===== src/hw/rtl/track_longitude_window_splitter_core_defines.svh =====
// Assertion macros for the longitude window track splitter.
// Included by the top level only; needs no other file.
`ifndef TRACK_LONGITUDE_WINDOW_SPLITTER_CORE_DEFINES_SVH
`define TRACK_LONGITUDE_WINDOW_SPLITTER_CORE_DEFINES_SVH

// Property that holds whenever reset is not asserted.
`define TLWS_ASSERT(label, prop, msg) \
	label: assert property (@(posedge clk) disable iff (!arst_n) (prop)) else $error(msg);

// Implication checked on the next clock edge.
`define TLWS_ASSERT_NEXT(label, ante, cons, msg) \
	label: assert property (@(posedge clk) disable iff (!arst_n) (ante) |=> (cons)) \
		else $error(msg);

`endif


===== src/hw/rtl/tlws_pkg.sv =====
// Shared types and constants of the longitude window track splitter.
// No dependencies.
package tlws_pkg;
	localparam int FRAC_BITS_DEF = 23;
	localparam int LON_W = 32;
	localparam int LAT_W = 31;
	localparam int ALT_W = 32;
	localparam int WIDE_W = 40;

	typedef enum logic [1:0] {
		KIND_ORIG  = 2'd0,
		KIND_ENTRY = 2'd1,
		KIND_EXIT  = 2'd2
	} kind_t;

	typedef enum logic [1:0] {
		REG_LEFT  = 2'd0,
		REG_RIGHT = 2'd1,
		REG_FULL  = 2'd2
	} reg_idx_t;

	// One unit of work: emit an original point or compute an edge point.
	typedef struct packed {
		logic                    is_edge;
		logic                    leaving;
		logic                    seg;
		logic                    last;
		logic signed [LON_W-1:0] cur_lon;
		logic signed [LAT_W-1:0] cur_lat;
		logic signed [ALT_W-1:0] cur_alt;
		logic signed [LON_W-1:0] p_lon;
		logic signed [LAT_W-1:0] p_lat;
		logic signed [ALT_W-1:0] p_alt;
		logic signed [LON_W-1:0] left;
		logic signed [LON_W-1:0] right;
	} job_t;
endpackage


===== src/hw/rtl/tlws_back.sv =====
// Back end: edge geometry, iterative rounded division, output register.
// Depends on tlws_pkg.
module tlws_back #(
	parameter int FRAC_BITS = tlws_pkg::FRAC_BITS_DEF
) (
	input  logic                              clk,
	input  logic                              arst_n,
	input  logic                              job_valid,
	input  tlws_pkg::job_t                    job,
	output logic                              job_take,
	output logic                              out_valid,
	input  logic                              out_stall,
	output logic                              segment,
	output logic signed [tlws_pkg::LON_W-1:0] out_lon,
	output logic signed [tlws_pkg::LAT_W-1:0] out_lat,
	output logic signed [tlws_pkg::ALT_W-1:0] out_alt,
	output logic [1:0]                        kind,
	output logic                              last
);
	localparam int W = tlws_pkg::WIDE_W;
	localparam int PW = 2 * W;
	localparam int CW = $clog2(PW + 1);
	// longitude offset to the edge stays below 2^33 in magnitude
	localparam int NM_W = 33;
	localparam logic signed [W-1:0] D90 = W'(90) <<< FRAC_BITS;
	localparam logic signed [W-1:0] D180 = W'(180) <<< FRAC_BITS;
	localparam logic signed [W-1:0] D360 = W'(360) <<< FRAC_BITS;

	typedef enum logic [2:0] {B_IDLE, B_GEO, B_MUL, B_DIV, B_FIN, B_OUT} bstate_t;
	bstate_t st_q;

	tlws_pkg::job_t j_q;
	logic signed [W-1:0] num_q, den_q, dy_q, ex_q;
	logic neg_q, trivial_q;
	logic [PW-1:0] rem_q, quo_q;
	logic [W-1:0] dmag_q;
	logic [CW-1:0] cnt_q;

	logic signed [W-1:0] x1, x2, xe, x2a, xea, xfin, nm, dn, dyv;
	logic anti, east;

	function automatic logic we(input logic signed [W-1:0] a, input logic signed [W-1:0] b);
		we = (a > D90) && (b < -D90);
	endfunction

	always_comb begin
		x1 = W'(j_q.p_lon);
		x2 = W'(j_q.cur_lon);
		anti = we(x1, x2) || we(x2, x1);
		east = (x1 < x2 && !anti) || (x1 > x2 && anti);
		x2a = x2; xea = '0; xfin = '0;
		if (east) begin
			xe = j_q.leaving ? W'(j_q.right) : W'(j_q.left);
			if (x2 < x1) x2a = x2 + D360;
			xea = (xe < x1) ? xe + D360 : xe;
			xfin = (xea > D180) ? xea - D360 : xea;
			xfin = xfin + (j_q.leaving ? -W'(1) : W'(1));
		end else begin
			xe = j_q.leaving ? W'(j_q.left) : W'(j_q.right);
			if (x2 > x1) x2a = x2 - D360;
			xea = (xe > x1) ? xe - D360 : xe;
			xfin = (xea < -D180) ? xea + D360 : xea;
			xfin = xfin + (j_q.leaving ? W'(1) : -W'(1));
		end
		nm = xea - x1;
		dn = x2a - x1;
		dyv = W'(j_q.cur_lat) - W'(j_q.p_lat);
	end

	assign job_take = (st_q == B_IDLE) && job_valid;

	logic [PW-1:0] trial;
	logic [W:0] sub;
	logic signed [W-1:0] q_sat, y;
	logic [W-1:0] nabs, yabs, dabs;
	always_comb begin
		nabs = (num_q < 0) ? -num_q : num_q;
		yabs = (dy_q < 0) ? -dy_q : dy_q;
		dabs = (den_q < 0) ? -den_q : den_q;
		trial = {rem_q[PW-2:0], quo_q[PW-1]};
		sub = {1'b0, trial[W-1:0]} - {1'b0, dmag_q};
		q_sat = (quo_q > PW'(2 * D90)) ? 2 * D90 : W'(quo_q);
		y = neg_q ? W'(j_q.p_lat) - q_sat : W'(j_q.p_lat) + q_sat;
		if (y > D90) y = D90;
		else if (y < -D90) y = -D90;
	end

	always_ff @(posedge clk or negedge arst_n) begin
		if (!arst_n) begin
			st_q <= B_IDLE;
			out_valid <= 1'b0;
			cnt_q <= '0;
		end else begin
			if (out_valid && !out_stall && st_q != B_OUT) out_valid <= 1'b0;
			case (st_q)
				B_IDLE: if (job_valid) begin
					j_q <= job;
					st_q <= job.is_edge ? B_GEO : B_OUT;
				end
				B_GEO: begin
					num_q <= nm; den_q <= dn; dy_q <= dyv; ex_q <= xfin;
					trivial_q <= (dn == 0) || (nm == 0) || (dyv == 0);
					neg_q <= (nm < 0) != ((dn < 0) != (dyv < 0));
					st_q <= B_MUL;
				end
				B_MUL: begin
					// magnitude product plus half divisor, then restoring division
					dmag_q <= dabs;
					quo_q <= PW'(nabs[NM_W-1:0]) * PW'(yabs[tlws_pkg::LAT_W-1:0])
						+ PW'(dabs >> 1);
					rem_q <= '0;
					cnt_q <= CW'(PW);
					st_q <= trivial_q ? B_OUT : B_DIV;
				end
				B_DIV: begin
					if (!sub[W]) begin
						rem_q <= PW'(sub[W-1:0]);
						quo_q <= {quo_q[PW-2:0], 1'b1};
					end else begin
						rem_q <= trial;
						quo_q <= {quo_q[PW-2:0], 1'b0};
					end
					cnt_q <= cnt_q - CW'(1);
					if (cnt_q == CW'(1)) st_q <= B_FIN;
				end
				B_FIN: st_q <= B_OUT;
				B_OUT: if (!out_valid || !out_stall) begin
					out_valid <= 1'b1;
					segment <= j_q.seg;
					last <= j_q.last;
					if (j_q.is_edge) begin
						out_lon <= tlws_pkg::LON_W'(ex_q);
						out_lat <= trivial_q ? j_q.p_lat : tlws_pkg::LAT_W'(y);
						out_alt <= j_q.p_alt;
						kind <= j_q.leaving ? tlws_pkg::KIND_EXIT : tlws_pkg::KIND_ENTRY;
					end else begin
						out_lon <= j_q.cur_lon;
						out_lat <= j_q.cur_lat;
						out_alt <= j_q.cur_alt;
						kind <= tlws_pkg::KIND_ORIG;
					end
					st_q <= B_IDLE;
				end
				default: st_q <= B_IDLE;
			endcase
		end
	end
endmodule


===== config.mk =====
export PLATFORM = sky130hd
export DESIGN_NAME = tlws_back
export DESIGN_NICKNAME = d
export VERILOG_FILES = /design/src/hw/rtl/track_longitude_window_splitter_core_defines.svh /design/src/hw/rtl/tlws_pkg.sv /design/src/hw/rtl/tlws_back.sv
export SDC_FILE = /design/constraint.sdc
export NUM_CORES = 2
export LEC_CHECK = 0
export ABC_AREA = 1
export ABC_CLOCK_PERIOD_IN_PS = 25700
export BUFFER_PORTS_ARGS = -buffer_cell sky130_fd_sc_hd__buf_2
export CORE_UTILIZATION = 55
export CTS_CLUSTER_DIAMETER = 30
export DETAILED_ROUTE_END_ITERATION = 10
export GPL_ROUTABILITY_DRIVEN = 1
export PLACE_DENSITY_LB_ADDON = 0.15
export SYNTH_ARGS = -nofsm -noshare
export SYNTH_HDL_FRONTEND = slang
export SYNTH_SLANG_ARGS = --single-unit

===== constraint.sdc =====
create_clock -name clk -period 25.7 [get_ports clk]
set_input_delay 1.285 -clock clk [delete_from_list [all_inputs] [get_ports clk]]
set_output_delay 1.285 -clock clk [all_outputs]
set_load 0.01 [all_outputs]

==> impl_metrics.py <==
metrics = {
    "floorplanning": {
        "die_w_microns": 383,
        "rows": 139,
        "core_sq_um": 144000,
        "start_util_pct": 55.5,
        "ios": 363,
        "die_h_microns": 383,
        "dieArea_sq_um": 147000,
    },
    "drt": {
        "dr_total_vias": 70700,
        "wl_per_cell_microns": 23.9,
        "routed_wl_mm": 294,
        "drtIter0Drc": 7523,
        "ant_nets": 0,
        "drt_pass1_iterations": 6,
        "drc": 0,
        "via_per_inst": 5.76,
    },
    "sta": {
        "tns_ps": 0,
        "clock_skew_ps": 55.5,
        "setup_ws_ps": 14040,
        "worst_pin_slew_ps": 1490,
        "fmax_mhz": 85.8,
        "max_slew_margin_pct": 0.249,
        "period_needed_ps": 11660,
        "finalHoldViolCount": 0,
        "rsz0062_at_grt": "no",
        "min_period_over_period_pct": 45.4,
        "finalSetupViolCount": 0,
        "slew_viol_final": 0,
    },
    "placed_design": {
        "numPortBuffers": 362,
        "dpl.hpwl_mm": 234,
        "place_congestion": 1.06,
        "post-place-ws_ps": 14440,
    },
    "setup_path": {
        "crit_type": "flop to flop",
        "crit_arrival_ps": 12210,
        "slowest_stage": "fa_1",
        "reg2reg_slack_ps": 14040,
        "worst_setup_path_end_kind": "flop",
        "start_kind": "flop",
        "reg2regPathDepth": 41,
        "critPathBufInv": 14,
        "cpMostUsedCell": "inv_1",
        "reg2reg_from": "num_q[0]",
        "r2r_end": "quo_q[60]",
        "cp_max_fo": 22,
        "max_stage_delay_ps": 990,
        "crit_family": "adder cells",
        "worstPathRequired_ps": 26250,
    },
    "logic_synthesis": {
        "synth_largest_area_cell": "edfxtp_1",
        "syn_area_sq_um": 79800,
        "synth_ff_type": "edfxtp_1",
        "ys_top_cells_by_area": "edfxtp_1, fa_1, nand2_1, inv_1, ha_1",
        "synth_area_per_cell_sq_um": 8.08,
        "yosysSeqAreaShare_pct": 25.0,
        "ys_warn_count": 0,
        "ys_ff_latch": 667,
        "async_flop_share_pct": 1.65,
        "synth_commonest_cells": "nand2_1, inv_1, nor2_1, fa_1, edfxtp_1",
        "synth_top_area_share_pct": 24.7,
        "synth-edff-count": 656,
        "synthCells": 9874,
        "ys_types": 66,
        "yosys.cell_count.top_type": "nand2_1",
        "syn-num-nets": 11600,
    },
    "global_routing": {
        "overflow": 0,
        "grt_pass1_wl_mm": 434,
        "grt_pass1_vias": 70800,
        "antenna_found_initial": 16,
        "grt_usage_pct": 40.1,
        "grt_max_degree": 138,
    },
    "clock_network": {
        "post_cts_resized": 0,
        "cts_root_buffer": "clkbuf_16",
        "hold_buffers": 0,
        "h-tree-depth": 4,
        "post-cts-setup-buffer-count": 0,
        "cts.sinks": 667,
        "tritoncts": "done",
        "clockBufferDepth": 3,
        "cts-buffers-inserted": 156,
        "clk_pin_slew_ps": 50,
        "clk_latency_ps": 800,
    },
    "hold_path": {
        "worstHoldPathType": "primary input to asynchronous set/reset pin",
    },
    "cells_and_area": {
        "fin_nets": 12000,
        "area_growth_pct": 11.9,
        "drive_above_1_share_pct": 8.65,
    },
    "outcome": {
        "violations": "max-capacitance violations",
        "status": "finished, violations left",
    },
    "flow_run": {
        "drv_cap": 2,
    },
}
[through the flow]
stage          hold WS (ps)  utilization (%)  instance area [sq um]  std cells
6_report                403             62.1                  89300      12300
5_1_grt                 397             62.1                  89300      12300
4_1_cts                 373             62.1                  89300      12300
3_5_place_dp            416             58.3                  83800      12000
3_3_place_gp            404             58.3                  83800      12000
2_1_floorplan           400                -                  79800       9874
[sequential cells by signal, indices dropped and copies added (netlist names)]
register,count
trivial_q,1
st_q,3
quo_q,80
out_valid,1
num_q,34
segment,1
out_lon,32
rem_q,39
dmag_q,40
ex_q,32
dy_q,32
out_lat,31
j_q,258
last,1
cnt_q,7
out_alt,32
den_q,40
neg_q,1
kind,2
[worst max-delay path by stage]
stage	start	slack, ps	cells after the start	to
global route	num_q[0]	13540	41	quo_q[60]
CTS	num_q[0]	14420	40	quo_q[42]
detailed placement	num_q[0]	14440	41	quo_q[60]
floorplan	arst_n	5800	2	j_q[0]
finish	num_q[0]	14040	41	quo_q[60]
global placement	num_q[0]	14560	40	quo_q[42]
[layout make-up]
class	instances	area, sq um
antenna	6	15.0
clock buffer	167	3980
inverter	2070	7770
fill	12600	54500
tap	1903	2380
multi-input combinational	6874	51100
timing repair buffer	462	2570
clock inverter	121	1480
sequential	667	20000
[cell families (layout without fill, tap and decap cells)]
kind of cell    Yosys count  count (layout)  share of synthesized area [%]
buf+inv                2333            2820                           11.1
flops                   667             667                           25.0
other cells               0               6                              0
fa+ha+maj              1478            1478                           32.0
compound gates         1215            1215                           8.43
xor+xnor                337             337                           3.71
simple gates           3844            3844                           19.7
[layout by cell type, fill, tap and decap left out, types with 244 or more instances in the layout]
master	netlist	layout
nand2_1	2236	2231
inv_1	2034	2032
nor2_1	979	975
fa_1	939	939
edfxtp_1	656	656
ha_1	539	539
o21ai_0	450	449
a21oi_1	440	439
buf_2	40	362
nand3_1	245	244
[routing by layer]
metal | global-route usage [%] | vias up | routed length [microns]
li1 | - | 31600 | -
met1 | 50.9 | 34100 | 111000
met2 | 60.4 | 3996 | 127000
met3 | 11.1 | 963 | 33000
met4 | 25.7 | 10 | 22500
met5 | 0 | - | 78
Power is left out: the tool's default activity adds up to more than one toggle a clock period on the data nets, which glitch-free logic cannot reach.
