File: src/hw/rtl/track_longitude_window_splitter_core_defines.svh
// Assertion macros for the longitude window track splitter.
// Included by the top level only; needs no other file.
`ifndef TRACK_LONGITUDE_WINDOW_SPLITTER_CORE_DEFINES_SVH
`define TRACK_LONGITUDE_WINDOW_SPLITTER_CORE_DEFINES_SVH

// Property that holds whenever reset is not asserted.
`define TLWS_ASSERT(label, prop, msg) \
	label: assert property (@(posedge clk) disable iff (!arst_n) (prop)) else $error(msg);

// Implication checked on the next clock edge.
`define TLWS_ASSERT_NEXT(label, ante, cons, msg) \
	label: assert property (@(posedge clk) disable iff (!arst_n) (ante) |=> (cons)) \
		else $error(msg);

`endif

File: src/hw/rtl/tlws_pkg.sv
// Shared types and constants of the longitude window track splitter.
// No dependencies.
package tlws_pkg;
	localparam int FRAC_BITS_DEF = 23;
	localparam int LON_W = 32;
	localparam int LAT_W = 31;
	localparam int ALT_W = 32;
	localparam int WIDE_W = 40;

	typedef enum logic [1:0] {
		KIND_ORIG  = 2'd0,
		KIND_ENTRY = 2'd1,
		KIND_EXIT  = 2'd2
	} kind_t;

	typedef enum logic [1:0] {
		REG_LEFT  = 2'd0,
		REG_RIGHT = 2'd1,
		REG_FULL  = 2'd2
	} reg_idx_t;

	// One unit of work: emit an original point or compute an edge point.
	typedef struct packed {
		logic                    is_edge;
		logic                    leaving;
		logic                    seg;
		logic                    last;
		logic signed [LON_W-1:0] cur_lon;
		logic signed [LAT_W-1:0] cur_lat;
		logic signed [ALT_W-1:0] cur_alt;
		logic signed [LON_W-1:0] p_lon;
		logic signed [LAT_W-1:0] p_lat;
		logic signed [ALT_W-1:0] p_alt;
		logic signed [LON_W-1:0] left;
		logic signed [LON_W-1:0] right;
	} job_t;
endpackage

File: src/hw/rtl/tlws_queue.sv
// Two-entry job queue between front and back ends.
// Depends on tlws_pkg.
module tlws_queue (
	input  logic           clk,
	input  logic           arst_n,
	input  logic           wr_valid,
	input  tlws_pkg::job_t wr_job,
	output logic           full,
	output logic           rd_valid,
	output tlws_pkg::job_t rd_job,
	input  logic           rd_take
);
	tlws_pkg::job_t mem_q [2];
	logic wp_q, rp_q;
	logic [1:0] cnt_q;

	assign full = (cnt_q == 2'd2);
	assign rd_valid = (cnt_q != 2'd0);
	assign rd_job = mem_q[rp_q];

	always_ff @(posedge clk) begin
		if (wr_valid && !full) mem_q[wp_q] <= wr_job;
	end

	always_ff @(posedge clk or negedge arst_n) begin
		if (!arst_n) begin
			wp_q <= 1'b0; rp_q <= 1'b0; cnt_q <= '0;
		end else begin
			if (wr_valid && !full) wp_q <= !wp_q;
			if (rd_take && rd_valid) rp_q <= !rp_q;
			cnt_q <= cnt_q + 2'((wr_valid && !full) ? 1 : 0) - 2'((rd_take && rd_valid) ? 1 : 0);
		end
	end
endmodule

File: config.mk
export PLATFORM = sky130hd
export DESIGN_NAME = tlws_queue
export DESIGN_NICKNAME = d
export VERILOG_FILES = /design/src/hw/rtl/track_longitude_window_splitter_core_defines.svh /design/src/hw/rtl/tlws_pkg.sv /design/src/hw/rtl/tlws_queue.sv
export SDC_FILE = /design/constraint.sdc
export NUM_CORES = 1
export LEC_CHECK = 0
export BUFFER_PORTS_ARGS = -buffer_cell sky130_fd_sc_hd__buf_2
export CORE_ASPECT_RATIO = 0.9
export CORE_MARGIN = 1.5
export CORE_UTILIZATION = 35
export DETAILED_ROUTE_END_ITERATION = 10
export PLACE_DENSITY = 0.65
export SLEW_MARGIN = 25
export SYNTH_ARGS = -nofsm -noshare
export SYNTH_HDL_FRONTEND = slang
export SYNTH_SLANG_ARGS = --single-unit
File: constraint.sdc
create_clock -name clk -period 13.1 [get_ports clk]
set_input_delay 2.62 -clock clk [delete_from_list [all_inputs] [get_ports clk]]
set_output_delay 2.62 -clock clk [all_outputs]
set_load 0.01 [all_outputs]
==> results of run 1 <==
==> cells in the mapped netlist <==
master / instances / area [um2]
sky130_fd_sc_hd__mux2_2: 56 / 631
sky130_fd_sc_hd__nor2_1: 1 / 3.75
sky130_fd_sc_hd__xnor2_1: 3 / 26.3
sky130_fd_sc_hd__mux2_4: 202 / 3030
sky130_fd_sc_hd__ha_1: 2 / 25.0
sky130_fd_sc_hd__xor2_1: 1 / 8.76
sky130_fd_sc_hd__buf_2: 4 / 20.0
sky130_fd_sc_hd__dfrtp_1: 4 / 100
sky130_fd_sc_hd__and3_1: 1 / 6.26
sky130_fd_sc_hd__or2_2: 1 / 6.26
sky130_fd_sc_hd__edfxtp_1: 516 / 15500
sky130_fd_sc_hd__inv_1: 2 / 7.51
sky130_fd_sc_hd__nand2_1: 1 / 3.75
sky130_fd_sc_hd__nand2b_1: 1 / 6.26
sky130_fd_sc_hd__buf_6: 25 / 282
sky130_fd_sc_hd__and2_1: 1 / 6.26
==> registers in the layout, indices dropped and copies added (netlist names) <==
| signal | count |
|---|---|
| wp_q | 1 |
| cnt_q | 2 |
| mem_q | 516 |
| rp_q | 1 |
==> through the flow <==
step	hold WS (ns)	instance area, um2	setup slack [ns]
after floorplan	0.479	19700	3.19
after global placement	0.496	23000	7.33
after CTS	0.542	24700	6.93
after detailed placement	0.527	23000	7.32
final	0.533	24700	7.01
after global routing	0.563	24700	6.83
==> metal layers <==
layer	up-vias	part of all wire	GRT usage
met5	-	0.0016	0
met4	10	0.029	0.0472
met3	89	0.095	0.0533
met2	353	0.50	0.226
met1	4718	0.38	0.151
li1	4411	-	-
==> layout make-up <==
cell class / instances / area, um2
clock buffer: 67 / 1420
antenna: 5 / 12.5
clock inverter: 28 / 263
timing repair buffer: 531 / 2700
multi-input combinational: 270 / 3770
tap: 756 / 946
fill: 4869 / 30900
inverter: 2 / 7.51
sequential: 520 / 15600
==> power by group through the flow <==
stage | logic, uW | registers, uW | clock network [uW]
after floorplan | 1240 | 2480 | 0
after global placement | 1800 | 2390 | 0
after detailed placement | 1800 | 2410 | 0
after CTS | 1810 | 2380 | 1500
after global routing | 1900 | 2400 | 1560
final | 1770 | 2370 | 1450
==> critical path, cell delays in order (launching register included) <==
cell and delay (ns):
sky130_fd_sc_hd__dfrtp_4 0.55, sky130_fd_sc_hd__buf_12 0.71, sky130_fd_sc_hd__buf_4 0.93, sky130_fd_sc_hd__mux2_4 0.35, sky130_fd_sc_hd__buf_2 0.15
==> placed cells by master, fill, tap and decap left out <==
master                       instances
sky130_fd_sc_hd__clkbuf_16          55
sky130_fd_sc_hd__or2_2               1
sky130_fd_sc_hd__dfrtp_1             3
sky130_fd_sc_hd__clkinvlp_4          1
sky130_fd_sc_hd__inv_1               2
sky130_fd_sc_hd__buf_2             521
sky130_fd_sc_hd__clkinv_1           13
sky130_fd_sc_hd__and3_4              1
sky130_fd_sc_hd__mux2_2             56
sky130_fd_sc_hd__mux2_4            202
sky130_fd_sc_hd__and2_1              1
sky130_fd_sc_hd__bufinv_16           5
sky130_fd_sc_hd__nor2_4              1
sky130_fd_sc_hd__nand2b_1            1
sky130_fd_sc_hd__clkinv_4            2
sky130_fd_sc_hd__xor2_1              1
sky130_fd_sc_hd__dfrtp_4             1
sky130_fd_sc_hd__buf_4               9
sky130_fd_sc_hd__clkinv_2            6
sky130_fd_sc_hd__buf_12              1
sky130_fd_sc_hd__inv_6               1
sky130_fd_sc_hd__xnor2_1             3
sky130_fd_sc_hd__diode_2             5
sky130_fd_sc_hd__ha_1                2
sky130_fd_sc_hd__edfxtp_1          516
sky130_fd_sc_hd__nand2_1             1
sky130_fd_sc_hd__clkbuf_1           12
==> worst max path at each step <==
stage	end	startpoint	cells after the start	slack (ns)
floorplan	mem_q[0][0]	wr_valid	2	3.19
global placement	mem_q[0][38]	wr_valid	6	7.33
detailed placement	mem_q[0][141]	wr_valid	6	7.32
CTS	rd_job[70]	rp_q	4	6.93
global route	rd_job[220]	rp_q	4	6.83
finish	rd_job[70]	rp_q	4	7.01
==> kinds of logic (layout without fill, tap and decap cells) <==
| logic type | count (synthesis) | count (layout) |
|---|---|---|
| adder cells (fa/ha/maj) | 2 | 2 |
| buffers and inverters | 31 | 628 |
| AND/OR/NAND/NOR | 6 | 6 |
| flip-flops | 520 | 520 |
| other | 0 | 5 |
| XOR/XNOR | 4 | 4 |
| multiplexers | 258 | 258 |
==> results.txt, run 1 <==
The run finished with clean final reports. The switching power summed over all nets came out at 1600 uW. Counting every instance in the synthesized netlist gives 821. The number of gates given a new drive strength after cts came out at 0. The net count of the finished layout is 1642.

The fraction of power spent switching nets is 0.285. The TritonCTS sink count is 520. Clock latency on the worst-skew pair, taken at its later pin, is 0.58 ns.

IR analysis of the VDD net gives a maximum drop of 0.186 mV. The total half-perimeter wirelength after legalization and detailed placement is 26.6 mm. The power consumption came out at 5590 uW. After the flow finishes, the layout carries non-filler instances totaling 2179. Buffers placed on the I/O ports in this run total 521. The placer's final routability congestion estimate came out at 0.744. Across every metal layer, demand over resource in global routing totals 0.133. The endpoint of the worst-slack reg-to-reg timing path is mem_q[0][144].

The fraction of the mapped netlist area in adder cells came out at 0.00127. Setup repair after global routing left no endpoint under its margin. Clock skew on the completed layout was measured at 0.0186 ns.

The post-synthesis average cell area came out at 23.9 um2. The per-cell routed wire length is 18.0 um. Global routing finished with a remaining overflow of 0.

The static leakage is 0.00969 uW. The starting DRC count in detailed routing is 421. The maximum achievable frequency came out at 164 MHz.

The proportion of power drawn by the clock network came out at 0.260. The CTS root buffer is sky130_fd_sc_hd__clkbuf_16. The number of warnings issued by yosys is 0.

The final hold violation count came out at 0. The buffer levels on the longest clock path came out at 3. The first global-routing pass estimated 59.1 mm of wire. The number of iterations in the first detailed-routing pass is 4. The post-synthesis compound-gate area fraction is 0. The total power density per cell area came out at 226 nW/um2. The vias per cell is 4.40. For this configuration, the core starts out at a cell density of 0.354. The min-delay analysis places its worst path in the category flip-flop to flip-flop. The count of pins on the block boundary is 522. The maximum net fanout on the critical path came out at 143. The worst hold path depth is 1. The design internal power came out at 4000 uW. Synthesis inferred 520 register bits. The share of total power dissipated in combinational logic is 0.316. The number of hold-repair buffers added at the cts stage is 0. Clock-pin slew was measured on the worst setup and hold paths at 0.05 ns. The share of cells above drive strength 1 is 0.609. The core utilization of the finished layout is 0.444. The number of antenna-violating nets in the routed design came out at 0. The final critical delay including setup and external delays is 6.09 ns. The floorplan die area came out at 57600 um2. Counting tap cells, the placed design contains a total of 2079 instances. The total setup buffers inserted after CTS came out at 0. The dominant combinational cell family by area after synthesis is multiplexers. The row count is 82. Yosys mapped the design onto 16 distinct sky130hd cell types.

The maximum number of pins on one net before global-route repair came out at 144. The register-to-register setup slack came out at 9.49 ns. The endpoint of the worst hold path is cnt_q[0]. For the pin with the worst max-slew slack, the measured transition is 1.07 ns.

The vertical extent of the die came out at 228 um. The detailed-route wire length is 39.2 mm. In this run the horizontal extent of the chip is 253 um. The CTS tree is done. The basic-gate share of the synthesized area counting and, or, nand and nor cells came out at 0.00165. The worst max-slew margin expressed relative to the limit is 0.289. The number of cell instances on the worst register-to-register path came out at 6. The initial antenna violation count came out at 11. The data arrival time of the critical path is 3.47 ns.

The endpoint type of the worst setup path is a primary output. The number of clock buffers added by TritonCTS is 53. The startpoint of the tightest hold check path is cnt_q[0]. The number of slew-limit violations in the final report came out at 0. Of the total power, registers draw 0.424. Of the synthesized area, sequential elements account for 0.793. The worst register-to-register path begins at cnt_q[0].

The via total after detailed routing came out at 9581. The setup TNS after final layout came out at 0 ns. The number of nets handed over by synthesis was 1085.

The portion of the clock cycle consumed by the worst path in the final layout is 0.465. The DRC violation count after routing came out at 0. The area added between synthesis and finish came out at 25.7%. The mux share of post-synthesis cell area is 0.186. Setup violations remaining at the end of the flow were counted as 0. The clock tree synthesis step divided the H-tree into 2 levels.

The fraction of synthesized cell area in xor and xnor cells is 0.00178. The number of maximum-capacitance violations came out at 0. The number of global-route vias before repair was 10200. The floorplan core area is 55600 um2. At the worst endpoint, the required time is 10.48 ns. After synthesis the cells add up to 19700 um2. The critical path is of the flip-flop to primary output type.

STA classifies the critical path startpoint as a flip-flop.
No activity file was read; power rests on OpenSTA's default activity.
==> run 2: changes to the inputs <==
==> constraint.sdc (replaced) <==
create_clock -name clk -period 5.1 [get_ports clk]
set_input_delay 1.02 -clock clk [delete_from_list [all_inputs] [get_ports clk]]
set_output_delay 1.02 -clock clk [all_outputs]
set_load 0.01 [all_outputs]
==> run 2 against run 1 <==
  * Combinational power rose to 2.6 times the previous value
  * Sequential power rose to 2.6 times the previous value
  * Worst hold slack got worse by 0.29 ns
  * First-iteration DRC count down 1.9%
  * Utilization is 0.52 points higher
  * Wire length up 3.3%
  * Register-to-register slack worse by 6.7 ns
  * Critical path depth stayed put
  * Highest routed layer unchanged
==> results.txt, run 2 (same netlist as run 1, synthesis figures left out) <==
The final critical delay including setup and external delays came out at 3.62 ns. The design internal power came out at 10500 uW. In the routed design, unresolved DRC markers number 0.

The share of cells above drive strength 1 came out at 0.615. The die covers 57600 um2. STA classifies the critical path startpoint as a flip-flop. The area added between synthesis and finish is 27.2%. The combinational power share is 0.314. The top cell types in the final layout, fill and taps aside, are sky130_fd_sc_hd__buf_2 (521), sky130_fd_sc_hd__edfxtp_1 (516), sky130_fd_sc_hd__mux2_4 (202). The overall overflow remaining after global route came out at 0. More flip-flops sit in one register than any other, and that register is mem_q.

The sequential group share of total power came out at 0.415. The starting density of the core came out at 0.354. Setup slack on the worst reg-to-reg path comes out at 2.83 ns. The number of iterations in the first detailed-routing pass is 4. Traced cell by cell, the critical path runs through buf_12 -> buf_12 -> mux2_4 -> buf_2. Buffers inserted during clock tree synthesis total 52. The die is 228 um tall. The worst max-slew margin expressed relative to the limit is 0.411. Counting buffers and inverters, the worst setup path is 4 cells deep. CTS placed an instance of sky130_fd_sc_hd__clkbuf_16 at the clock tree root. The run finished with clean final reports.

The count of input and output buffers is 521. The kind of cell with the highest combined delay on the critical path is buffers and inverters. The proportion of power drawn by the clock network came out at 0.271. The total half-perimeter wirelength after legalization and detailed placement is 27.8 mm.

The count of endpoints failing setup in the final report is 0. The total number of H-tree levels is 2. The initialized floorplan defines 82 standard-cell rows. Setup repair after global routing left no endpoint under its margin. The final cell count without fillers is 2183. The per-cell routed wire length came out at 18.6 um. The tightest min-delay check is of the input port to asynchronous set/reset pin type. The most used cell along the critical path is sky130_fd_sc_hd__buf_12. Together, buffers and inverters on the worst path number 3.

The static leakage came out at 0.00981 uW. The switching power summed over all nets came out at 4160 uW. The most critical setup path has its endpoint at rd_job[76]. The critical path in this run is classified as flip-flop to primary output. The wire length of the first global-routing pass is 59.8 mm. The portion of the clock cycle consumed by the worst path in the final layout came out at 0.711. Of the total power, the share spent switching nets is 0.283. Across the VDD grid, the largest voltage drop is 0.341 mV.

The largest individual stage delay along the critical path comes from the cell sky130_fd_sc_hd__dfrtp_4. The clock transition time at the flip-flop clock pins of the worst setup and hold paths came out at 0.05 ns. The number of hold-repair buffers added at the cts stage came out at 0. The die boundary width came out at 253 um. The starting DRC count in detailed routing is 413. Entering global routing, the biggest net connects 130 pins. The via total after detailed routing is 9624. The largest registers in the layout are mem_q: 516 flops, cnt_q: 2 flops.

For this run, the post-layout net count is 1649. The clock network latency to the later pin of the worst-skew pair is 0.57 ns. The instance count after placement with tap cells included is 2085. The aggregate global-route resource usage came out at 0.136. The number of cell instances on the worst register-to-register path is 4. In this run the critical register-to-register path is captured at mem_q[1][229]. After detailed routing, the number of vias per cell comes to 4.41.

Static timing analysis puts the maximum clock frequency at 276 MHz. The number of gates given a new drive strength after cts came out at 0. The detail route stage leaves a number of antenna-violating nets equal to 0.

The worst hold-check slack is 0.240 ns. The placer's final routability congestion estimate is 0.752. The number of slew-limit violations in the final report came out at 0. Across the run, the number of max-cap violations was 0.

The maximum net fanout on the critical path came out at 52. The number of global-route vias before repair is 10200. The most common cell after layout, fill and taps aside is sky130_fd_sc_hd__buf_2. The startpoint identified for the worst register-to-register timing path is cnt_q[1].

The count of pins on the block boundary is 522. The detailed-route wire length came out at 40.5 mm. The most critical setup path has its startpoint at rp_q.

The fill cell total of the finished layout is 4828. The initial antenna violation count came out at 13. STA classifies the critical path endpoint as a primary output. The total setup buffers inserted after CTS came out at 0. The delay of the slowest cell on the worst path is 0.78 ns.

At the pin with the least slew margin, the transition time is 0.884 ns. The floorplan core area is 55600 um2. The clock tree skew after final layout came out at 0.0146 ns. The total power density per cell area came out at 588 nW/um2. TritonCTS built the clock tree. Counting every sink on the clock net gives 520.

The data arrival time of the critical path came out at 2.60 ns. The buffer levels on the longest clock path is 3. The final hold violation count came out at 0. The flip-flop count of the largest register after layout is 516.

STA puts the critical path data required time at 4.08 ns.
run 2: changes by cell type in the layout (fill, tap and decap cells not counted), moves of 2 or more:
cell / change
sky130_fd_sc_hd__buf_12: +9
sky130_fd_sc_hd__clkinv_1: -7
sky130_fd_sc_hd__clkinv_2: -3
sky130_fd_sc_hd__clkbuf_16: -2
sky130_fd_sc_hd__clkinv_4: -2
sky130_fd_sc_hd__clkbuf_8: +3
sky130_fd_sc_hd__bufinv_16: +5
sky130_fd_sc_hd__clkinvlp_4: +2
run 2: power by group through the flow:
stage / combinational, uW / sequential [uW] / clock, uW
after global routing: 4940 / 6190 / 4240
final: 4620 / 6110 / 3980
after CTS: 4630 / 6180 / 4090
after floorplan: 3200 / 6210 / 0
after detailed placement: 4610 / 6270 / 0
after global placement: 4590 / 6220 / 0
run 2: layout make-up:
class / instances / area, um2 / area share
Multi-Input combinational cell: 270 / 3780 / 0.151
Antenna cell: 5 / 12.5 / 0.000500
Clock inverter: 23 / 372 / 0.0149
Timing Repair Buffer: 539 / 2870 / 0.115
Tap cell: 756 / 946 / 0.0378
Sequential cell: 520 / 15600 / 0.624
Clock buffer: 68 / 1410 / 0.0565
Inverter: 2 / 7.51 / 0.000300
run 2: worst min-delay path by stage:
stage	from	to	slack, ns	cells after the start
2_1_floorplan	cnt_q[0]	cnt_q[0]	0.48	1
3_3_place_gp	cnt_q[0]	cnt_q[0]	0.49	1
3_5_place_dp	cnt_q[0]	cnt_q[0]	0.51	1
4_1_cts	arst_n	rp_q	0.19	1
5_1_grt	arst_n	rp_q	0.20	1
6_report	arst_n	rp_q	0.24	1
run 2: worst reg2reg max path, cell delays in order (launching register included):
cell and delay (ns):
sky130_fd_sc_hd__dfrtp_1 0.40, sky130_fd_sc_hd__nand2b_1 0.25, sky130_fd_sc_hd__and3_4 0.61, sky130_fd_sc_hd__buf_12 0.31
sky130_fd_sc_hd__buf_12 0.33
run 2: per-stage QoR:
step	worst slack [ns]	instance area, um2	setup TNS, ns	util	total power (uW)
after detailed placement	1.88	23200	0	0.417	10900
after global placement	1.92	23200	0	0.417	10800
after global routing	1.32	25000	0	0.450	15400
after floorplan	-0.200	19700	-51.50	-	9410
final	1.48	25000	0	0.450	14700
after CTS	1.23	24900	0	0.449	14900
run 2: metal layers:
| layer | vias to the layer above | GRT usage | share of wire |
|---|---|---|---|
| li1 | 4413 | - | - |
| met4 | 14 | 0.0466 | 0.024 |
| met2 | 345 | 0.230 | 0.50 |
| met5 | - | 0 | 0.0023 |
| met3 | 92 | 0.0542 | 0.097 |
| met1 | 4760 | 0.155 | 0.38 |
