===== src/hw/rtl/track_longitude_window_splitter_core_defines.svh =====
// Assertion macros for the longitude window track splitter.
// Included by the top level only; needs no other file.
`ifndef TRACK_LONGITUDE_WINDOW_SPLITTER_CORE_DEFINES_SVH
`define TRACK_LONGITUDE_WINDOW_SPLITTER_CORE_DEFINES_SVH

// Property that holds whenever reset is not asserted.
`define TLWS_ASSERT(label, prop, msg) \
	label: assert property (@(posedge clk) disable iff (!arst_n) (prop)) else $error(msg);

// Implication checked on the next clock edge.
`define TLWS_ASSERT_NEXT(label, ante, cons, msg) \
	label: assert property (@(posedge clk) disable iff (!arst_n) (ante) |=> (cons)) \
		else $error(msg);

`endif


===== src/hw/rtl/tlws_pkg.sv =====
// Shared types and constants of the longitude window track splitter.
// No dependencies.
package tlws_pkg;
	localparam int FRAC_BITS_DEF = 23;
	localparam int LON_W = 32;
	localparam int LAT_W = 31;
	localparam int ALT_W = 32;
	localparam int WIDE_W = 40;

	typedef enum logic [1:0] {
		KIND_ORIG  = 2'd0,
		KIND_ENTRY = 2'd1,
		KIND_EXIT  = 2'd2
	} kind_t;

	typedef enum logic [1:0] {
		REG_LEFT  = 2'd0,
		REG_RIGHT = 2'd1,
		REG_FULL  = 2'd2
	} reg_idx_t;

	// One unit of work: emit an original point or compute an edge point.
	typedef struct packed {
		logic                    is_edge;
		logic                    leaving;
		logic                    seg;
		logic                    last;
		logic signed [LON_W-1:0] cur_lon;
		logic signed [LAT_W-1:0] cur_lat;
		logic signed [ALT_W-1:0] cur_alt;
		logic signed [LON_W-1:0] p_lon;
		logic signed [LAT_W-1:0] p_lat;
		logic signed [ALT_W-1:0] p_alt;
		logic signed [LON_W-1:0] left;
		logic signed [LON_W-1:0] right;
	} job_t;
endpackage


===== src/hw/rtl/tlws_front.sv =====
// Front end: visibility, crossing test and track state; emits jobs.
// Depends on tlws_pkg.
module tlws_front #(
	parameter int FRAC_BITS = tlws_pkg::FRAC_BITS_DEF
) (
	input  logic                              clk,
	input  logic                              arst_n,
	input  logic                              in_valid,
	output logic                              in_stall,
	input  logic signed [tlws_pkg::LON_W-1:0] point_lon,
	input  logic signed [tlws_pkg::LAT_W-1:0] point_lat,
	input  logic signed [tlws_pkg::ALT_W-1:0] point_alt,
	input  logic                              first_point,
	input  logic signed [tlws_pkg::LON_W-1:0] left_q_i,
	input  logic signed [tlws_pkg::LON_W-1:0] right_q_i,
	input  logic                              full_q_i,
	output logic                              job_valid,
	output tlws_pkg::job_t                    job,
	input  logic                              job_full
);
	localparam int W = tlws_pkg::WIDE_W;
	localparam logic signed [W-1:0] D90 = W'(90) <<< FRAC_BITS;

	typedef enum logic [1:0] {F_IDLE, F_J1, F_J2} fstate_t;
	fstate_t st_q;

	logic signed [tlws_pkg::LON_W-1:0] prev_lon_q;
	logic signed [tlws_pkg::LAT_W-1:0] prev_lat_q;
	logic signed [tlws_pkg::ALT_W-1:0] prev_alt_q;
	logic prev_vis_q, seg_q, nonempty_q, finished_q;
	tlws_pkg::job_t j1_q, j2_q;
	logic [1:0] njobs_q;

	logic signed [W-1:0] lon, pl, L, R, lat_w;
	logic signed [tlws_pkg::LAT_W-1:0] lat;
	logic signed [tlws_pkg::LON_W-1:0] pl_eff;
	logic on, crossed, anti, fin_eff, nonempty_eff, seg_eff, pvis_eff;

	function automatic logic we(input logic signed [W-1:0] a, input logic signed [W-1:0] b);
		we = (a > D90) && (b < -D90);
	endfunction

	always_comb begin
		lon = W'(point_lon);
		lat_w = W'(point_lat);
		if (lat_w > D90) lat = tlws_pkg::LAT_W'(D90);
		else if (lat_w < -D90) lat = tlws_pkg::LAT_W'(-D90);
		else lat = point_lat;
		pl_eff = first_point ? point_lon : prev_lon_q;
		pl = W'(pl_eff);
		L = W'(left_q_i);
		R = W'(right_q_i);
		fin_eff = first_point ? 1'b0 : finished_q;
		nonempty_eff = first_point ? 1'b0 : nonempty_q;
		seg_eff = first_point ? 1'b0 : seg_q;
		pvis_eff = first_point ? 1'b1 : prev_vis_q;
		if (full_q_i) on = 1'b1;
		else if (L <= R) on = (lon > L) && (lon <= R);
		else on = (lon > L) || (lon <= R);
		anti = we(pl, lon) || we(lon, pl);
		if (!anti)
			crossed = (pl <= R && lon > R) || (pl >= R && lon < R) ||
				(pl >= L && lon < L) || (pl <= L && lon > L);
		else
			crossed = (pl > R && we(pl, R) && lon > R) || (pl <= R && lon <= R && we(R, lon)) ||
				(pl < R && we(pl, R) && lon < R) || (pl >= R && lon >= R && we(R, lon)) ||
				(pl < L && we(L, pl) && lon < L) || (pl >= L && lon >= L && we(lon, L)) ||
				(pl > L && we(L, pl) && lon > L) || (pl <= L && lon <= L && we(lon, L));
	end

	assign in_stall = (st_q != F_IDLE);

	always_comb begin
		job_valid = 1'b0;
		job = j1_q;
		case (st_q)
			F_J1: begin
				job_valid = !job_full;
				job = j1_q;
			end
			F_J2: begin
				job_valid = !job_full;
				job = j2_q;
			end
			default: job_valid = 1'b0;
		endcase
	end

	// base job fields shared by every job of one point
	function automatic tlws_pkg::job_t mk(input logic e, input logic lv, input logic s,
		input logic lst, input logic signed [tlws_pkg::LAT_W-1:0] la,
		input logic signed [tlws_pkg::LON_W-1:0] plon);
		tlws_pkg::job_t r;
		r.is_edge = e; r.leaving = lv; r.seg = s; r.last = lst;
		r.cur_lon = point_lon; r.cur_lat = la; r.cur_alt = point_alt;
		r.p_lon = plon; r.p_lat = prev_lat_q; r.p_alt = prev_alt_q;
		r.left = left_q_i; r.right = right_q_i;
		return r;
	endfunction

	always_ff @(posedge clk or negedge arst_n) begin
		if (!arst_n) begin
			st_q <= F_IDLE;
			prev_lon_q <= '0; prev_lat_q <= '0; prev_alt_q <= '0;
			prev_vis_q <= 1'b1; seg_q <= 1'b0; nonempty_q <= 1'b0; finished_q <= 1'b0;
			njobs_q <= '0;
		end else begin
			case (st_q)
				F_IDLE: begin
					if (in_valid) begin
						prev_lon_q <= pl_eff; seg_q <= seg_eff;
						nonempty_q <= nonempty_eff; finished_q <= fin_eff;
						prev_vis_q <= pvis_eff;
						if (!fin_eff) begin
							if ((on && !crossed) || (on && !pvis_eff)) begin
								if (!first_point && !nonempty_eff) begin
									j1_q <= mk(1'b1, 1'b0, seg_eff, 1'b0, lat, pl_eff);
									j2_q <= mk(1'b0, 1'b0, seg_eff, 1'b1, lat, pl_eff);
									njobs_q <= 2'd1;
								end else begin
									j1_q <= mk(1'b0, 1'b0, seg_eff, 1'b1, lat, pl_eff);
									njobs_q <= 2'd0;
								end
								st_q <= F_J1;
								nonempty_q <= 1'b1;
							end else if (nonempty_eff) begin
								if (seg_eff) begin
									finished_q <= 1'b1;
								end else begin
									j1_q <= mk(1'b1, 1'b1, 1'b0, !on, lat, pl_eff);
									seg_q <= 1'b1;
									nonempty_q <= on;
									st_q <= F_J1;
									njobs_q <= on ? 2'd2 : 2'd0;
									j2_q <= mk(1'b1, 1'b0, 1'b1, 1'b0, lat, pl_eff);
								end
							end
							if (!(nonempty_eff && seg_eff &&
								!((on && !crossed) || (on && !pvis_eff)))) begin
								prev_lon_q <= point_lon; prev_lat_q <= lat;
								prev_alt_q <= point_alt; prev_vis_q <= on;
							end
						end
					end
				end
				F_J1: if (!job_full) begin
					if (njobs_q == 2'd0) st_q <= F_IDLE;
					else st_q <= F_J2;
				end
				F_J2: if (!job_full) begin
					if (njobs_q == 2'd2) begin
						// entry job issued; queue the original point of segment 1
						j2_q.is_edge <= 1'b0;
						j2_q.last <= 1'b1;
						njobs_q <= 2'd0;
					end else st_q <= F_IDLE;
				end
				default: st_q <= F_IDLE;
			endcase
		end
	end
endmodule


===== config.mk =====
export PLATFORM = sky130hd
export DESIGN_NAME = tlws_front
export DESIGN_NICKNAME = d
export VERILOG_FILES = /design/src/hw/rtl/track_longitude_window_splitter_core_defines.svh /design/src/hw/rtl/tlws_pkg.sv /design/src/hw/rtl/tlws_front.sv
export SDC_FILE = /design/constraint.sdc
export NUM_CORES = 1
export LEC_CHECK = 0
export BUFFER_PORTS_ARGS = -buffer_cell sky130_fd_sc_hd__buf_2
export CAP_MARGIN = 5
export CORE_ASPECT_RATIO = 0.7
export CORE_UTILIZATION = 55
export DETAILED_ROUTE_END_ITERATION = 10
export GPL_ROUTABILITY_DRIVEN = 0
export PLACE_DENSITY = 0.85
export SYNTH_ARGS = -nofsm -noshare
export SYNTH_HDL_FRONTEND = slang
export SYNTH_SLANG_ARGS = --single-unit

===== constraint.sdc =====
create_clock -name clk -period 24.4 [get_ports clk]
set_clock_uncertainty 0.2 [all_clocks]
set_input_delay 4.88 -clock clk [delete_from_list [all_inputs] [get_ports clk]]
set_output_delay 4.88 -clock clk [all_outputs]
set_load 0.01 [all_outputs]

==> run_results.csv, run 1 <==
group,metric,value,unit
status,status,"completed",
synthesis,yosys_warnings,0,
finish,areaGrowthSynthToFinish,17.1,%
route,drtIter0Drc,1633,
pwr,p_leak,12.6,nW
route,final_antenna_net_count,0,
route,totalWireLength,70.3,mm
route,wl_per_cell,23.8,um
worst_hold_path,hp-class,"flop to flop",
pwr,ir_drop,0.0000723,V
synthesis,ys_seq_elements,618,
setup_path,worstSetupEndpointType,"flop",
clock_network,holdBufCountCts,0,
finish,utilization,65.6,%
synthesis,synth_top_area_share,55.6,%
finish,final_nets,2561,
setup_path,critical_path.reg2reg.startpoint,"prev_lon_q[10]",
setup_path,cp-endpoint,"j2_q[46]",
synthesis,yosys-top-cells-count,"515 x edfxtp_1, 343 x mux2_2, 164 x ha_1, 102 x dfrtp_1, 84 x inv_1",
clock_network,cts_tree,"built",
global_route,grt-ovfl-total,0,
clock_network,cts_root_buf,"clkbuf_16",
synthesis,async_flop_share,16.7,%
synthesis,yosys-top-cells-area,"edfxtp_1 56%, mux2_2 14%, dfrtp_1 9.2%",
sta,setup_ws,12.51,ns
sta,rsz0062_at_grt,"false",
clock_network,clk_pin_slew_worst_paths,0.06,ns
sta,worstMarginPinSlew,1.16,ns
floorplanning,design.die.area,0.0515,mm2
sta,worst_slew_margin_rel,22.0,%
synthesis,syn-cell-area,0.0278,mm2
setup_path,crit_family,"buffers and inverters",
floorplanning,die_h,190,um
setup_path,worst-r2r-cell-count,16,
route,num_vias,17800,
route,drtPass1Iterations,6,
setup_path,cp.depth,18,
sta,fin_crit,11.89,ns
global_route,grt_pass1_wl,104,mm
placement,dp_slack,12.08,ns
synthesis,yosysMostFrequentCell,"edfxtp_1",
global_route,grt_max_degree,80,
sta,slew_viol_final,0,
synthesis,ys_types,62,
setup_path,critPathMaxFanout,79,
clock_network,numCtsBuffers,57,
setup_path,rr_endpoint,"j2_q[46]",
floorplanning,boundaryPins,425,
floorplanning,core_area,0.0496,mm2
global_route,grt_pass1_vias,17700,
setup_path,worstPathRequired,24.43,ns
setup_path,path_cells,"buf_2, buf_4, mux2_2, ha_1, nand4_1, nor4_1, o21ai_0, a41oi_1, o21ai_0, nand3_1, o211ai_1, a211oi_1, o31a_1, clkinv_1, mux2_2, nor3_4, buf_4, buf_4",
placement,hpwl,49.9,mm
setup_path,critPathSlowestCell,"nor4_1",
route,drc,0,
sta,fin_crit_sh,48.7,%
synthesis,synth_cells,1781,
floorplanning,dieWidth,271,um
synthesis,synth_edf_count,515,
clock_network,cts.path.max_buffers,3,
placement,io_buffers,424,
finish,layout-drive-gt1-share,38.5,%
setup_path,crit_path_start_kind,"primary input",
synthesis,syn_nets,2110,
synthesis,synthFlopType,"edfxtp_1",
setup_path,cp_num_buf_inv,5,
synthesis,yosys.area.top_type,"edfxtp_1",
clock_network,clk-insertion-delay-late,0.62,ns
sta,fmax,84.1,MHz
setup_path,cpMostUsedCell,"buf_4",
global_route,track_usage,26.8,%
clock_network,cts_setup_buffers,0,
sta,setup_viol,0,
clock_network,htree_levels,2,
finish,fillers,3392,
floorplanning,initial_core_util,56.0,%
route,drt-vias-per-instance,6.02,
setup_path,critPathLaunch,"first_point",
global_route,antenna_found_initial,4,
synthesis,synth-seq-area-share,64.9,%
sta,report.final.hold_viol_count,0,
setup_path,cp.arrival,11.92,ns
clock_network,cts-resized-gates,0,
synthesis,synth.avg_cell_area,15.6,um2
sta,setup_tns,0,ns
job,drv_cap,0,
setup_path,path_class,"primary input to flop",
setup_path,r2r_slack,17.10,ns
floorplanning,rows,68,
pwr,power_density,97.6,mW/mm2
clock_network,cts_sinks,618,
setup_path,critPathMaxStageDelay,0.90,ns
sta,holdWs,0.262,ns
-- sequential cells by signal (all words and copies together), names as in the netlist --
signal      cells
j1_q          258
prev_alt_q     32
seg_q           1
finished_q      1
njobs_q         2
prev_vis_q      1
st_q            2
nonempty_q      1
j2_q          257
prev_lat_q     31
prev_lon_q     32
-- layer usage --
metal / wire length [um] / track usage [%] / part of all wire [%] / vias to the layer above
met5: 63 / 0 / 0.090 / -
met4: 1750 / 7.54 / 2.5 / 4
met3: 7700 / 8.67 / 11 / 156
met2: 32000 / 40.9 / 45 / 858
met1: 28800 / 36.9 / 41 / 8894
li1: - / - / - / 7848
-- worst reg2reg max path, delay by kind of cell, from the launching register on --
family / cells / cell delay, ns
DFF: 1 / 0.47
buffers and inverters: 3 / 2.13
adders and majority gates: 1 / 0.32
muxes: 2 / 0.76
and+or+nand+nor: 4 / 1.26
AOI/OAI and AO/OA: 6 / 1.70
-- metrics by stage --
step | cell area [um2] | power (W) | std cells
after CTS | 32500 | 0.00319 | 2944
after detailed placement | 30700 | 0.00230 | 2837
after global placement | 30700 | 0.00225 | 2837
final | 32600 | 0.00318 | 2950
after global routing | 32500 | 0.00330 | 2947
after floorplan | 27800 | 0.00203 | 1781
-- placed cells by master (no fill, tap or decap), types with 39 or more instances in the layout --
cell type and instances:
edfxtp_1 515, buf_2 423, mux2_2 343, ha_1 163, dfrtp_1 102, inv_1 84
a21oi_1 64, clkbuf_16 57, o21ai_0 50, nand2_1 44, nor2_1 39, mux2_1 39
-- cell type report --
type,count,area [um2],area share [%]
antenna,5,12.5,0.0384
tap,665,832,2.56
inverter,85,319,0.980
sequential,618,18000,55.4
clock buffer,82,1590,4.89
multi-input combinational,1029,9240,28.4
clock inverter,25,260,0.799
timing repair buffer,441,2250,6.92
-- power by group --
| part | switching [W] | internal, W | total [W] |
|---|---|---|---|
| clock network | 0.000388 | 0.000498 | 0.000886 |
| registers | 0.0000936 | 0.00138 | 0.00147 |
| logic | 0.000467 | 0.000350 | 0.000817 |
-- worst min-delay path by stage --
stage	start	end	slack [ns]	depth (start not counted)
after floorplan	prev_lat_q[4]	j1_q[100]	0.24	0
after global placement	prev_alt_q[22]	j1_q[86]	0.24	0
final	prev_lat_q[27]	j2_q[123]	0.26	0
after detailed placement	prev_alt_q[0]	j2_q[64]	0.25	0
after global routing	prev_lat_q[27]	j2_q[123]	0.27	0
after CTS	prev_lat_q[27]	j2_q[123]	0.26	0
-- logic make-up (layout without fill, tap and decap cells) --
family / Yosys count / after routing / synth area share, %
AND/OR/NAND/NOR: 273 / 273 / 5.39
AO/OA/AOI/OAI: 206 / 206 / 4.74
flip-flops: 618 / 618 / 64.9
other: 0 / 5 / 0
adder cells (fa/ha/maj): 164 / 164 / 7.38
buffers and inverters: 134 / 633 / 1.95
multiplexers: 386 / 386 / 15.6
No activity file was read; power rests on OpenSTA's default activity.
==> run 2: changes to the inputs <==
--- a/config.mk
+++ b/config.mk
@@ -5,13 +5,14 @@
 export SDC_FILE = /design/constraint.sdc
 export NUM_CORES = 1
 export LEC_CHECK = 0
+export ABC_AREA = 1
 export BUFFER_PORTS_ARGS = -buffer_cell sky130_fd_sc_hd__buf_2
 export CAP_MARGIN = 5
 export CORE_ASPECT_RATIO = 0.7
-export CORE_UTILIZATION = 55
+export CORE_UTILIZATION = 52
 export DETAILED_ROUTE_END_ITERATION = 10
 export GPL_ROUTABILITY_DRIVEN = 0
-export PLACE_DENSITY = 0.85
+export PLACE_DENSITY = 0.84
 export SYNTH_ARGS = -nofsm -noshare
 export SYNTH_HDL_FRONTEND = slang
 export SYNTH_SLANG_ARGS = --single-unit
==> constraint.sdc (replaced) <==
create_clock -name clk -period 10 [get_ports clk]
set_clock_uncertainty 0.2 [all_clocks]
set_input_delay 2 -clock clk [delete_from_list [all_inputs] [get_ports clk]]
set_output_delay 2 -clock clk [all_outputs]
set_load 0.01 [all_outputs]
==> run 2 against run 1 <==
- utilization fell by 3.8 points
- critical path type unchanged
- first-iteration DRC count rose by 44%
- via count rose by 22%
- sequential power rose by 140%
==> run_results.csv, run 2 <==
group,metric,value,unit
status,status,"completed",
clock_network,cts_setup_buffers,0,
sta,fmax,143,MHz
global_route,track_usage,26.1,%
clock_network,cts_root_buf,"clkbuf_16",
synthesis,synth_edf_count,515,
synthesis,yosys-top-cells-count,"1322 x nand2_1, 515 x edfxtp_1, 197 x inv_1, 164 x ha_1, 104 x nor2_1",
worst_hold_path,hp-class,"flop to flop",
clock_network,cts_tree,"built",
sta,setup_tns,0,ns
synthesis,synth-seq-area-share,63.3,%
synthesis,synthFlopType,"edfxtp_1",
sta,fin_crit_sh,69.9,%
synthesis,ys_seq_elements,618,
floorplanning,boundaryPins,425,
setup_path,crit_path_start_kind,"primary input",
route,wl_per_cell,18.3,um
route,num_vias,21700,
finish,final_nets,3575,
clock_network,holdBufCountCts,0,
worst_hold_path,hold_start,"prev_lat_q[24]",
synthesis,syn_nets,3167,
clock_network,cts.path.max_buffers,3,
finish,areaGrowthSynthToFinish,17.0,%
synthesis,synth_top_area_share,54.3,%
synthesis,yosys.area.top_type,"edfxtp_1",
clock_network,numCtsBuffers,56,
sta,worst_slew_margin_rel,12.4,%
placement,io_buffers,424,
floorplanning,rows,71,
setup_path,critical_path.reg2reg.startpoint,"prev_lon_q[23]",
finish,layout_commonest_cell,"nand2_1",
synthesis,async_flop_share,16.7,%
global_route,grt-ovfl-total,0,
setup_path,worstPathRequired,10.02,ns
clock_network,clk_pin_slew_worst_paths,0.06,ns
clock_network,clk-insertion-delay-late,0.61,ns
global_route,grt_pass1_vias,20200,
placement,hpwl,49.7,mm
synthesis,yosys_warnings,0,
sta,rsz0062_at_grt,"false",
synthesis,synth.avg_cell_area,10.0,um2
synthesis,ys_types,34,
finish,reg_top3,"j1_q: 258 flops, j2_q: 257 flops",
job,drv_cap,0,
global_route,grt_max_degree,163,
synthesis,yosysMostFrequentCell,"nand2_1",
route,drt-vias-per-instance,5.37,
sta,worstMarginPinSlew,1.30,ns
finish,top_register,"j1_q",
sta,report.final.hold_viol_count,0,
setup_path,critPathMaxFanout,72,
global_route,antenna_found_initial,8,
sta,fin_crit,6.99,ns
finish,largest_reg_flops,258,
floorplanning,core_area,0.0539,mm2
route,final_antenna_net_count,0,
floorplanning,initial_core_util,52.8,%
global_route,grt_pass1_wl,112,mm
route,drc,0,
pwr,power_density,247,mW/mm2
setup_path,critPathLaunch,"first_point",
finish,utilization,61.8,%
clock_network,cts_sinks,618,
setup_path,cp.arrival,7.01,ns
pwr,p_leak,15.2,nW
floorplanning,dieWidth,282,um
synthesis,syn-cell-area,0.0285,mm2
finish,layout-drive-gt1-share,17.4,%
pwr,ir_drop,0.000182,V
synthesis,yosys-top-cells-area,"edfxtp_1 54%, nand2_1 17%, dfrtp_1 9.0%",
setup_path,worstSetupEndpointType,"flop",
synthesis,synth_cells,2838,
floorplanning,design.die.area,0.0558,mm2
clock_network,cts-resized-gates,0,
setup_path,path_class,"primary input to flop",
sta,slew_viol_final,0,
finish,final_cell_mix,"1321 x nand2_1, 515 x edfxtp_1, 423 x buf_2",
floorplanning,die_h,198,um
route,totalWireLength,73.6,mm
route,drtIter0Drc,2349,
route,drtPass1Iterations,5,
sta,setup_viol,0,
clock_network,htree_levels,2,
[run 2: power by group]
part	switching, W	total [W]	internal (W)
Combinational	0.00175	0.00252	0.000773
Clock	0.000963	0.00215	0.00119
Sequential	0.000187	0.00355	0.00337
[run 2: final cells by class]
class,count,area (um2)
clock buffers,67,1510
diodes,9,22.5
repair buffers,442,2280
flip-flops and latches,618,18000
well taps,730,913
inverters,200,762
multi-input cells,1928,9460
fillers,4224,20600
clock inverters,39,344
[run 2: final timing paths]
path	to	slack, ns	depth (start not counted)
max in group asynchronous	prev_alt_q[14]	6.92	2
worst max register to register	j2_q[186]	5.19	22
worst min register to register	j1_q[120]	0.27	0
worst min-delay path	j1_q[120]	0.27	0
min in group asynchronous	prev_alt_q[2]	1.25	1
worst max-delay path	j2_q[186]	3.01	27
[run 2: critical path, cell delays in order]
cell      delay, ns
buf_2          0.57
buf_4          0.47
inv_2          0.21
nand2_1        0.12
nand2_1        0.16
ha_1           0.34
nand2_1        0.05
inv_1          0.06
nand3_1        0.09
nor2_2         0.21
inv_1          0.09
nor3_1         0.13
nand2_1        0.10
nand2_1        0.09
nand2_1        0.07
nand2_1        0.09
nor2_1         0.05
nor2_1         0.13
nor2_1         0.05
nor2_1         0.08
nand2_1        0.05
nand2_1        0.06
nand2_2        0.16
inv_4          0.12
o211ai_1       0.20
nor3_4         0.31
buf_4          0.78
[run 2: logic make-up (layout without fill, tap and decap cells)]
| group | after synthesis | in the layout | synth area share [%] |
|---|---|---|---|
| other | 0 | 9 | 0 |
| buffers and inverters | 292 | 748 | 4.02 |
| DFF | 618 | 618 | 63.3 |
| AOI/OAI and AO/OA | 220 | 220 | 4.34 |
| adders and majority gates | 164 | 164 | 7.20 |
| and+or+nand+nor | 1544 | 1544 | 21.1 |
[run 2: layer usage]
layer,vias to the layer above,wire (um),GRT usage [%]
li1,10300,-,-
met1,10200,30800,37.0
met2,1016,32800,39.4
met3,168,7850,6.45
met4,2,2140,8.88
met5,-,9,0
[run 2: through the flow]
stage | hold WS, ns | cell area, um2 | power [W] | setup slack [ns] | cells
after floorplan | 0.242 | 28700 | 0.00515 | -0.964 | 2838
after global placement | 0.248 | 31500 | 0.00603 | 2.69 | 3918
after detailed placement | 0.251 | 31500 | 0.00611 | 2.50 | 3918
after CTS | 0.267 | 33300 | 0.00826 | 3.14 | 4024
after global routing | 0.284 | 33300 | 0.00869 | 2.41 | 4032
final | 0.266 | 33300 | 0.00823 | 3.01 | 4033
